**src/sv/ppu_div.sv**
```systemverilog
module ppu_div (
    input  logic        i_clk,
    input  logic        i_rst_n,
    input  logic        i_start,
    input  logic [31:0] i_num,
    input  logic [31:0] i_den,
    output logic        o_busy,
    output logic        o_done,
    output logic [15:0] o_quot
);
    // restoring division, one quotient bit a cycle; needs num < den
    logic        r_busy, r_done;
    logic [3:0]  r_cnt;
    logic [31:0] r_rem, r_den;
    logic [15:0] r_quot;
    logic [32:0] w_t, w_diff;
    logic        w_ge;

    assign w_t = {r_rem, 1'b0};
    assign w_ge = (w_t >= {1'b0, r_den});
    assign w_diff = w_t - {1'b0, r_den};

    always_ff @(posedge i_clk) begin
        if (!i_rst_n) begin
            r_busy <= 1'b0;
            r_done <= 1'b0;
            r_cnt <= 4'd0;
        end else begin
            r_done <= 1'b0;
            if (i_start) begin
                r_busy <= 1'b1;
                r_cnt <= 4'd0;
                r_rem <= i_num;
                r_den <= i_den;
            end else if (r_busy) begin
                r_rem <= w_ge ? w_diff[31:0] : w_t[31:0];
                r_quot <= {r_quot[14:0], w_ge};
                r_cnt <= r_cnt + 4'd1;
                if (r_cnt == 4'd15) begin
                    r_busy <= 1'b0;
                    r_done <= 1'b1;
                end
            end
        end
    end

    assign o_busy = r_busy;
    assign o_done = r_done;
    assign o_quot = r_quot;

endmodule

```
**config.mk**
```make
export PLATFORM = sky130hd
export DESIGN_NAME = ppu_div
export DESIGN_NICKNAME = d
export VERILOG_FILES = /design/src/sv/ppu_div.sv
export SDC_FILE = /design/constraint.sdc
export NUM_CORES = 1
export LEC_CHECK = 0
export ABC_AREA = 1
export BUFFER_PORTS_ARGS = -buffer_cell sky130_fd_sc_hd__buf_2
export CAP_MARGIN = 10
export CORE_ASPECT_RATIO = 0.7
export CORE_UTILIZATION = 55
export DETAILED_ROUTE_END_ITERATION = 10
export PLACE_DENSITY = 0.77
export SYNTH_ARGS = -nofsm -noshare
export SYNTH_HDL_FRONTEND = slang
export SYNTH_SLANG_ARGS = --single-unit
```
**constraint.sdc**
```tcl
create_clock -name i_clk -period 2.85 [get_ports i_clk]
set_input_delay 0.285 -clock i_clk [delete_from_list [all_inputs] [get_ports i_clk]]
set_output_delay 0.285 -clock i_clk [all_outputs]
set_load 0.01 [all_outputs]
```
# Word level (Yosys, flattened, before mapping)
# Index checks and enable logic that the tools add are counted.
# op_classes
add_sub_neg	2
n_lt_le_gt_ge	1
eq_ne	1
muxes	7
bitwise_logic	3
n_reduce_logical	6
# op_table
operator	n
$mux 32	3
$ge 33x32->1	1
$sub 32x32->32	1
$add 4x1->4 const B	1
$eq 4x4->1 const B	1
$mux 1	4
$reduce_and 2->1	2
$not 1->1	3
$reduce_and 3->1	1
$reduce_or 3->1	1
$reduce_bool 2->1	1
$reduce_or 2->1	1
# totals
regBits	86
in_bits	67
output_inout_bits	18
word_cells	26

# Logic depth before layout (Yosys ltp)
# Gate-level depths: netlist of run 1.
# logic_depth
ltp_word	4
mapped_depth	17
mapped_depth_nobuf	16

# Worst setup path before layout of run 1
# Ideal clock, no wire load.
# synth_path
path_type	reg2reg
start	register r_rem[22]
end	register r_rem[27], data pin
setup_time_ns	0.252
arrival_time_ns	1.804
t_required_ns	2.598
setup_slack_ns	0.794
stages_incl_launch_ff	15
path_buffers	1
period_less_slack_ns	2.056
cell_sequence	edfxtp_1 -> ha_1 -> nand2_2 -> inv_2 -> a21oi_2 -> nand2_1 -> nand2_1 -> nand2_1 -> nor2_4 -> buf_6 -> nand3_1 -> nand2_1 -> clkinv_1 -> nand2_1 -> nand2_1
# synth_via
elab_chain_len	4
elab_cells_between_ends	5
classes_between	add/sub (1); order compare (1); mux (3)
# synth_rtl
item	line	text
from (decl)	14	logic [31:0] r_rem, r_den;
from (signal assigned)	33	r_rem <= i_num;
from (signal assigned)	36	r_rem <= w_ge ? w_diff[31:0] : w_t[31:0];
$sub 32x32->32 or $ge 33x32->1 (tied branches)	21, 20	
$mux 32 *	36	
$mux 32 *	35	end else if (r_busy) begin
$mux 32 *	30	if (i_start) begin
# Every way passes the cells marked *; elsewhere a longest branch is shown, timed or not. The select of a mux whose other input is x is not followed.
# A chain may end at the register's enable or synchronous reset.

# Final worst setup path of run 1
# layout_path
start	register r_rem[1]
end	register r_rem[17], data pin
# Same word-level chain as after synthesis.

==> qor.csv, run 1 <==
metric,value,unit
detail_route.wl_per_cell,14.20,um
drive_gt1_share,14.11,%
fin_crit_sh,90.80,%
drv_cap,0,
utilization,64.76,%
synthTopCellsByArea,"edfxtp_1 (39%), nand2_1 (20%), inv_1 (9.9%), ha_1 (6.6%), nand3_1 (5.7%)",
ys_seq_area_share,40.54,%
worst_pin_slew,0.8742,ns
grt_setup_unrepaired,no,
multi_input_area,2960,um^2
synth_edf_count,80,
yosysTopAreaCell,edfxtp_1,
crit_chain,ha_1 -> nand2_1 -> nand2_1 -> nand2_1 -> nand2_1 -> nand2_1 -> nand3_2 -> nand2_2 -> nand2_2 -> nand2_4 -> buf_4 -> nand3b_1 -> nand3_1 -> nand2_1,
vdd_ir_drop_max,0.0002916,V
max_stage_delay,0.41,ns
die_height,90.99,um
wl,15760,um
grtUsageMet2,39.11,%
routed-via-count,5500,
grt_start_max_net_pins,34,
clk_pin_slew,0.07,ns
ios,85,
cp-end-kind,register,
initial_core_util,56.51,%
viasPerCell,4.955,
ys_types,34,
fin_crit,2.588,ns
fillers,1008,
hold_class,primary input to register,
grt.busiest_layer,met1,
cts_setup_buffers,0,
layout.nets,1053,
final_antenna_net_count,0,
post_cts_resized,0,
placed_cells,1094,
antenna_found_initial,0,
stdcell_count,1110,
drtIter0Drc,522,
crit_family,simple AND/OR/NAND/NOR gates,
final.setup.tns,0,ns
synth_cells,860,
crit_type,register to register,
syn_nets,961,
crit_top_cell,nand2_1,
setup_viol,0,
final-seq-area,2522,um^2
cts_sinks,86,
synth_top_area_share,38.61,%
cp_max_fo,18,
syn-cell-area,6222,um^2
dp_hpwl,12380,um
place.gp.congestion,1.034,
synthArstFlopShare,0,%
core_area,11010,um^2
path_buf_inv,1,
grt_pass1_wl,25320,um
syn_to_final_growth,14.60,%
io_buffers,84,
power_leakage,3.775,nW
clock_latency,0.34,ns
route.detailed.drc,0,
p_total,4.128,mW
synthFlopType,edfxtp_1,
outcome,"finished, final reports clean",
start_kind,register,
gr-usage-met1,44.84,%
clock_path_buffers,2,
cts_tree,built,
drv_slew,0,
cts_root_buf,clkbuf_16,
slew_headroom,41.66,%
n_antenna_cell,0,
synth_area_per_cell,7.235,um^2
clock_skew,0.01065,ns
die_x,129.1,um
worstPathRequired,2.94,ns
grt_use_met3,6.659,%
power_density,579.0,nW/um^2
fmax,386.4,MHz
yosysWarnings,0,
synth.cells.most_frequent,"nand2_1 (330), inv_1 (164), edfxtp_1 (80), nand3_1 (71), nor2_1 (44)",
first_pass_iters,5,
ys_ff_latch,86,
hold_viol,0,
fp-row-count,32,
critPathSlowestCell,ha_1,
fp.dieArea,11750,um^2
hold_ws,0.1112,ns
grt-ovfl-total,0,
grt_pass1_vias,5017,
htreeDepth,3,
gr-usage-all-layers,28.58,%
cts_buffers,9,
postCtsHoldBufs,0,
cp.arrival,2.68,ns
synth_most_common_cell,nand2_1,
==> report_power, final <==
group	switching, mW	leakage, nW	internal (mW)	total, mW
Clock	0.500	0.146	0.651	1.15
Sequential	0.0477	0.806	1.51	1.56
Combinational	0.909	2.82	0.507	1.42
Total	1.46	3.77	2.67	4.13
==> per-layer routing <==
metal	vias to the layer above	share of wire [%]
li1	2859	-
met1	2411	52
met2	216	38
met3	14	9.6
met4	0	0.98
met5	-	0
==> per-stage QoR <==
step | cell area, um^2 | setup WS, ns
detailed placement | 6839 | 0.3359
floorplan | 6222 | 0.7937
CTS | 7131 | 0.3181
finish | 7131 | 0.2622
global route | 7131 | 0.08134
global placement | 6839 | 0.3253
==> area by class of cell <==
type / instances / share of cell area (%)
multi-input cells: 589 / 41.52
clock buffers: 11 / 3.562
inverters: 169 / 8.896
well taps: 153 / 2.685
flip-flops and latches: 86 / 35.37
repair buffers: 97 / 7.440
clock inverters: 5 / 0.5264
==> cell families after synthesis <==
group	after synthesis	share of synthesized area, %
AND/OR/NAND/NOR	509	35.77
XOR/XNOR	14	1.971
flip-flops	86	40.54
buffers and inverters	185	11.88
adder cells (fa/ha/maj)	34	6.958
AO/OA/AOI/OAI	32	2.876
==> registers in the layout (all words and copies together) (netlist names) <==
| name | count |
|---|---|
| o_busy | 1 |
| o_done | 1 |
| o_quot | 16 |
| r_cnt | 4 |
| r_den | 32 |
| r_rem | 32 |
==> worst paths after layout <==
| path | startpoint | end | slack (ns) | cells past startpoint |
|---|---|---|---|---|
| min reg2reg | o_quot[3] | o_quot[4] | 0.44 | 0 |
| max | r_rem[1] | r_rem[17] | 0.26 | 14 |
| min | i_den[23] | r_den[23] | 0.11 | 1 |
| max reg2reg | r_rem[1] | r_rem[17] | 0.26 | 14 |
==> cell usage in the layout (no fill, tap or decap), types with 2 or more instances in the layout <==
cell,count
a21oi_1,22
and2_1,7
buf_2,84
buf_4,12
clkbuf_16,10
clkinv_1,2
dfxtp_1,6
edfxtp_1,80
ha_1,33
inv_1,164
inv_2,3
inv_6,2
nand2_1,330
nand2_2,8
nand3_1,71
nand3b_1,25
nand4_1,8
nor2_1,44
nor2_2,3
nor2_4,3
nor3_1,5
o21a_1,2
o21ai_0,3
o21bai_1,4
xnor2_1,13
==> worst reg2reg max path: cells and delay by family (launching register included) <==
family | cells | cell delay (ns)
adder cells (fa/ha/maj) | 1 | 0.41
flip-flops | 1 | 0.39
buffers and inverters | 1 | 0.32
AND/OR/NAND/NOR | 12 | 1.21
No activity file was read; power rests on OpenSTA's default activity.
==> run 2, diff against run 1 <==
--- a/config.mk
+++ b/config.mk
@@ -11,6 +11,7 @@
 export CORE_ASPECT_RATIO = 0.7
 export CORE_UTILIZATION = 55
 export DETAILED_ROUTE_END_ITERATION = 10
+export MAX_ROUTING_LAYER = met4
 export PLACE_DENSITY = 0.77
 export SYNTH_ARGS = -nofsm -noshare
 export SYNTH_HDL_FRONTEND = slang
==> run 2 against run 1 <==
  * Flip-flop and latch count unchanged
  * Global-route usage up 1.9 points
  * Combinational power about the same
  * Critical path depth unchanged
  * Sequential share of layout area about the same
  * Final cell count about the same
  * Worst hold slack worse by 0.0065 ns
  * Critical endpoint is now r_rem[2]
  * Highest routed layer unchanged
==> qor.csv, run 2 (synthesized netlist as in run 1, its figures left out) <==
metric,value,unit,change
power_leakage,3.772,nW,was 3.775 nW
wl,16150,um,"was 15,760 um"
fillers,1001,,"was 1,008"
dp_hpwl,12880,um,"was 12,380 um"
r2r_start,r_rem[2],,was r_rem[1]
layout_common_cells,"nand2_1 (330), inv_1 (164), buf_2 (84)",,unchanged
gr-usage-all-layers,30.45,%,was 28.58%
worstPathRequired,2.95,ns,was 2.94 ns
final.setup.tns,0,ns,unchanged
outcome,"finished, final reports clean",,unchanged
n_antenna_cell,0,,unchanged
final_antenna_net_count,0,,unchanged
reg2reg_to,r_rem[2],,was r_rem[17]
crit_type,register to register,,unchanged
cts_sinks,86,,unchanged
postCtsHoldBufs,0,,unchanged
htreeDepth,3,,unchanged
syn_to_final_growth,14.56,%,was 14.60%
grt_setup_unrepaired,no,,unchanged
drv_slew,0,,unchanged
fp-row-count,32,,unchanged
grt_pass1_vias,5192,,"was 5,017"
worstHoldStart,i_den[16],,was i_den[23]
final_common_cell,nand2_1,,unchanged
die_height,90.99,um,unchanged
cts_root_buf,clkbuf_16,,unchanged
stdcell_count,1109,,"was 1,110"
post_cts_resized,0,,unchanged
cp_max_fo,19,,was 18
hold_depth,1,,unchanged
cp-end-kind,register,,unchanged
setup_viol,0,,unchanged
start_kind,register,,unchanged
clock_skew,0.007801,ns,was 0.01065 ns
place.gp.congestion,0.9870,,was 1.034
crit_top_cell,nand2_1,,unchanged
cts_buffers,9,,unchanged
grt_pass1_wl,26180,um,"was 25,320 um"
vdd_ir_drop_max,0.0003163,V,was 0.0002916 V
crit_chain,ha_1 -> nand2_2 -> inv_1 -> nand2_1 -> nand2_1 -> nand2_1 -> nand3_2 -> nand2_2 -> nand2_2 -> nand2_4 -> buf_4 -> nand3b_1 -> nand3_1 -> nand2_1,,was ha_1 -> nand2_1 -> nand2_1 -> nand2_1 -> nand2_1 -> nand2_1 -> nand3_2 -> nand2_2 -> nand2_2 -> nand2_4 -> buf_4 -> nand3b_1 -> nand3_1 -> nand2_1
io_buffers,84,,unchanged
route.detailed.drc,0,,unchanged
clock_path_buffers,2,,unchanged
cp.arrival,2.65,ns,was 2.68 ns
max_stage_delay,0.40,ns,was 0.41 ns
critPathSlowestCell,edfxtp_1,,was ha_1
fin_crit_sh,89.39,%,was 90.80%
grt_start_max_net_pins,34,,unchanged
fin_crit,2.548,ns,was 2.588 ns
viasPerCell,4.987,,was 4.955
initial_core_util,56.51,%,unchanged
detail_route.wl_per_cell,14.56,um,was 14.20 um
grt-ovfl-total,0,,unchanged
cts_tree,built,,unchanged
antenna_found_initial,0,,unchanged
gr-usage-met1,45.28,%,was 44.84%
clk_pin_slew,0.07,ns,about the same
grt.busiest_layer,met1,,unchanged
grtUsageMet2,41.62,%,was 39.11%
slew_headroom,48.48,%,was 41.66%
ios,85,,unchanged
fp.dieArea,11750,um^2,unchanged
layout.nets,1052,,"was 1,053"
drv_cap,0,,unchanged
clock_latency,0.35,ns,was 0.34 ns
routed-via-count,5531,,"was 5,500"
drive_gt1_share,14.12,%,was 14.11%
first_pass_iters,5,,unchanged
power_density,584.3,nW/um^2,was 579.0 nW/um^2
pre_cts_ws,0.3564,ns,was 0.3359 ns
hold_viol,0,,unchanged
placed_cells,1093,,"was 1,094"
grt_use_met3,7.071,%,was 6.659%
cts_setup_buffers,0,,unchanged
die_x,129.1,um,unchanged
hold_class,primary input to register,,unchanged
drtIter0Drc,475,,was 522
rr_worst_depth,14,,unchanged
worst_pin_slew,0.7720,ns,was 0.8742 ns
min_to,r_den[16],,was r_den[23]
core_area,11010,um^2,unchanged
r2r_slack,0.30,ns,was 0.26 ns
fin_ws,0.3024,ns,was 0.2622 ns
fmax,392.5,MHz,was 386.4 MHz
-- run 2: changes by cell type in the layout (fill, tap and decap cells not counted), sizes merged --
cell,previous run,this run
buf,97,96
clkbuf,11,9
clkinv,4,3
inv,170,173
-- run 2: critical path, delay by kind of cell, from the launching register on --
kind	cells	cell delay (ns)
adder cells (fa/ha/maj)	1	0.39
buffers and inverters	2	0.36
flip-flops	1	0.40
AND/OR/NAND/NOR	11	1.14
-- run 2: cell type report --
class	count	area [um^2]	share of cell area, %
Timing Repair Buffer	96	523.0	7.337
Multi-Input combinational cell	589	2960	41.53
Inverter	169	634.4	8.899
Tap cell	153	191.4	2.686
Sequential cell	86	2522	35.39
Clock buffer	9	225.2	3.160
Clock inverter	7	71.32	1.001
-- run 2: routing by layer --
layer  share of wire [%]  vias up
met1                  52     2456
met2                  39      197
met3                 8.0       12
met5                   0        -
li1                    -     2866
met4                 1.0        0
-- run 2: power breakdown --
part / switching, mW / total, mW / leakage, nW / internal [mW]
logic: 0.917 / 1.42 / 2.82 / 0.504
registers: 0.0499 / 1.56 / 0.806 / 1.51
clock network: 0.560 / 1.18 / 0.148 / 0.621
total: 1.53 / 4.16 / 3.77 / 2.64
-- run 2: worst max-delay path by stage --
stage,startpoint,end,slack [ns],depth (start not counted)
final,r_rem[2],r_rem[2],0.30,14
after global routing,r_rem[14],r_rem[2],0.12,14
after CTS,r_rem[2],r_rem[2],0.34,14
after detailed placement,r_rem[1],r_rem[2],0.36,14
after global placement,r_rem[14],r_rem[14],0.38,12
after floorplan,r_rem[22],r_rem[27],0.79,14
-- run 2: per-stage QoR --
step	hold WS (ns)	util [%]	power, mW	area [um^2]
final	0.1046	64.74	4.165	7128
after detailed placement	0.4256	62.05	2.977	6832
after floorplan	0.3839	-	2.600	6222
after global placement	0.4221	62.05	2.958	6832
after CTS	0.09731	64.74	4.162	7128
after global routing	0.08933	64.74	4.419	7128
==> run 3, diff against run 2 <==
--- a/config.mk
+++ b/config.mk
@@ -8,11 +8,11 @@
 export ABC_AREA = 1
 export BUFFER_PORTS_ARGS = -buffer_cell sky130_fd_sc_hd__buf_2
 export CAP_MARGIN = 10
-export CORE_ASPECT_RATIO = 0.7
 export CORE_UTILIZATION = 55
 export DETAILED_ROUTE_END_ITERATION = 10
 export MAX_ROUTING_LAYER = met4
 export PLACE_DENSITY = 0.77
+export REMOVE_ABC_BUFFERS = 1
 export SYNTH_ARGS = -nofsm -noshare
 export SYNTH_HDL_FRONTEND = slang
 export SYNTH_SLANG_ARGS = --single-unit
==> run 3 against run 2 <==
  * Non-clock buffer count shrank 3
  * Register-to-register slack is essentially flat
  * Design area shrank 0.23%
  * Via count shrank 0.25%
  * Worst hold slack is essentially flat
  * Highest routed layer unchanged
==> qor.csv, run 3 (synthesized netlist as in run 1, its figures left out) <==
metric,value,unit,change
layout_common_cells,"nand2_1 (330), inv_1 (164), buf_2 (84)",,unchanged
fp-row-count,38,,was 32
grt_setup_unrepaired,no,,unchanged
grt_pass1_wl,25230,um,"was 26,180 um"
clk_pin_slew,0.07,ns,about the same
die_height,108.4,um,was 90.99 um
clock_path_buffers,2,,unchanged
cts_sinks,86,,unchanged
fmax,394.1,MHz,was 392.5 MHz
syn_to_final_growth,14.30,%,was 14.56%
final.setup.tns,0,ns,unchanged
gr-usage-all-layers,29.50,%,was 30.45%
p_sw,1.427,mW,was 1.527 mW
route.detailed.drc,0,,unchanged
dp_hpwl,12050,um,"was 12,880 um"
drive_gt1_share,13.85,%,was 14.12%
layout.nets,1049,,"was 1,052"
grt-ovfl-total,0,,unchanged
utilization,65.03,%,was 64.74%
p_int,2.801,mW,was 2.638 mW
clockPowerShare,30.6,%,was 28.4%
final_antenna_net_count,0,,unchanged
cp-end-kind,register,,unchanged
slew_headroom,54.93,%,was 48.48%
viasPerCell,5.048,,was 4.987
power_leakage,3.762,nW,was 3.772 nW
postCtsHoldBufs,0,,unchanged
r2r_slack,0.31,ns,was 0.30 ns
grt_start_max_net_pins,35,,was 34
worst_pin_slew,0.6753,ns,was 0.7720 ns
hold_class,primary input to register,,unchanged
first_pass_iters,5,,unchanged
p_comb_share,32.5,%,was 34.1%
worstPathRequired,2.95,ns,about the same
detail_route.wl_per_cell,14.22,um,was 14.56 um
cp.arrival,2.64,ns,was 2.65 ns
fin_crit_sh,89.03,%,was 89.39%
drv_slew,0,,unchanged
drtIter0Drc,356,,was 475
drv_cap,0,,unchanged
power_density,594.4,nW/um^2,was 584.3 nW/um^2
fin_crit,2.537,ns,was 2.548 ns
crit_top_cell,nand2_1,,unchanged
outcome,"finished, final reports clean",,unchanged
cts_setup_buffers,0,,unchanged
die_x,108.4,um,was 129.1 um
setup_viol,0,,unchanged
htreeDepth,3,,unchanged
final_common_cell,nand2_1,,unchanged
antenna_found_initial,0,,unchanged
cts_root_buf,clkbuf_16,,unchanged
start_kind,register,,unchanged
met2_wirelength,6871,um,was 6270 um
routedLengthMet1,7285,um,was 8419 um
critPathSlowestCell,edfxtp_1,,unchanged
cts_tree,built,,unchanged
clock_latency,0.35,ns,about the same
hold_viol,0,,unchanged
io_buffers,84,,unchanged
p_sw_share,33.75,%,was 36.66%
routed-via-count,5517,,"was 5,531"
vdd_ir_drop_max,0.0004870,V,was 0.0003163 V
post_cts_resized,0,,unchanged
cts_buffers,9,,unchanged
n_antenna_cell,0,,unchanged
clock_skew,0.01041,ns,was 0.007801 ns
cp_max_fo,18,,was 19
initial_core_util,56.90,%,was 56.51%
highest_layer,met4,,unchanged
ios,85,,unchanged
seqPwrFrac,36.9,%,was 37.5%
wl,15540,um,"was 16,150 um"
place.gp.congestion,0.9450,,was 0.9870
fp.dieArea,11740,um^2,"was 11,750 um^2"
wl_met3,1078,um,was 1288 um
crit_type,register to register,,unchanged
core_area,10940,um^2,"was 11,010 um^2"
max_stage_delay,0.39,ns,was 0.40 ns
crit_chain,ha_1 -> nand2_1 -> inv_1 -> nand2_1 -> nand2_1 -> inv_2 -> nand3_2 -> nand2_2 -> nand2_2 -> nand2_4 -> buf_4 -> nand3b_1 -> nand3_1 -> nand2_1,,was ha_1 -> nand2_2 -> inv_1 -> nand2_1 -> nand2_1 -> nand2_1 -> nand3_2 -> nand2_2 -> nand2_2 -> nand2_4 -> buf_4 -> nand3b_1 -> nand3_1 -> nand2_1
grt_pass1_vias,5234,,"was 5,192"
run 3: changes by cell type in the layout (fill, tap and decap cells not counted), sizes merged:
| cell | change |
|---|---|
| buf | -3 |
| clkbuf | +1 |
| clkinvlp | +2 |
| bufinv | +2 |
| inv | -5 |
run 3: final timing paths:
path / from / cells past startpoint / to
max: r_rem[7] / 14 / r_rem[17]
min: i_den[3] / 1 / r_den[3]
max reg2reg: r_rem[7] / 14 / r_rem[17]
min reg2reg: o_quot[2] / 0 / o_quot[3]
run 3: metrics by stage:
step	area, um^2	power [mW]	instances	setup WS [ns]	hold WS, ns
floorplan	6117	2.562	844	0.5827	0.3839
global placement	6780	2.919	1077	0.3774	0.4243
detailed placement	6780	2.938	1077	0.3476	0.4288
CTS	7112	4.241	1093	0.3184	0.09051
global route	7112	4.485	1093	0.1129	0.09188
finish	7112	4.228	1093	0.3127	0.1043
run 3: power by group through the flow:
stage	Sequential (mW)	Clock, mW	Combinational [mW]
finish	1.56	1.29	1.37
global route	1.57	1.35	1.57
CTS	1.56	1.32	1.37
detailed placement	1.58	0	1.35
global placement	1.58	0	1.34
floorplan	1.58	0	0.985
run 3: routing by layer:
layer	up-vias	GRT usage [%]
li1	2863	-
met1	2467	39.30
met2	167	45.50
met3	20	5.184
met4	0	9.749
met5	-	-
run 3: cell type report:
| class | instances | area [um^2] |
|---|---|---|
| sequential | 86 | 2522 |
| timing repair buffer | 93 | 488.0 |
| clock buffer | 10 | 239.0 |
| tap | 140 | 175.2 |
| fill | 992 | 3824 |
| clock inverter | 6 | 92.59 |
| multi-input combinational | 589 | 2960 |
| inverter | 169 | 634.4 |
run 3: worst max-delay path: cells and delay by family (launching register included):
family        cells  cell delay (ns)
flops             1             0.39
fa+ha+maj         1             0.39
simple gates     10             1.13
buf+inv           3             0.39
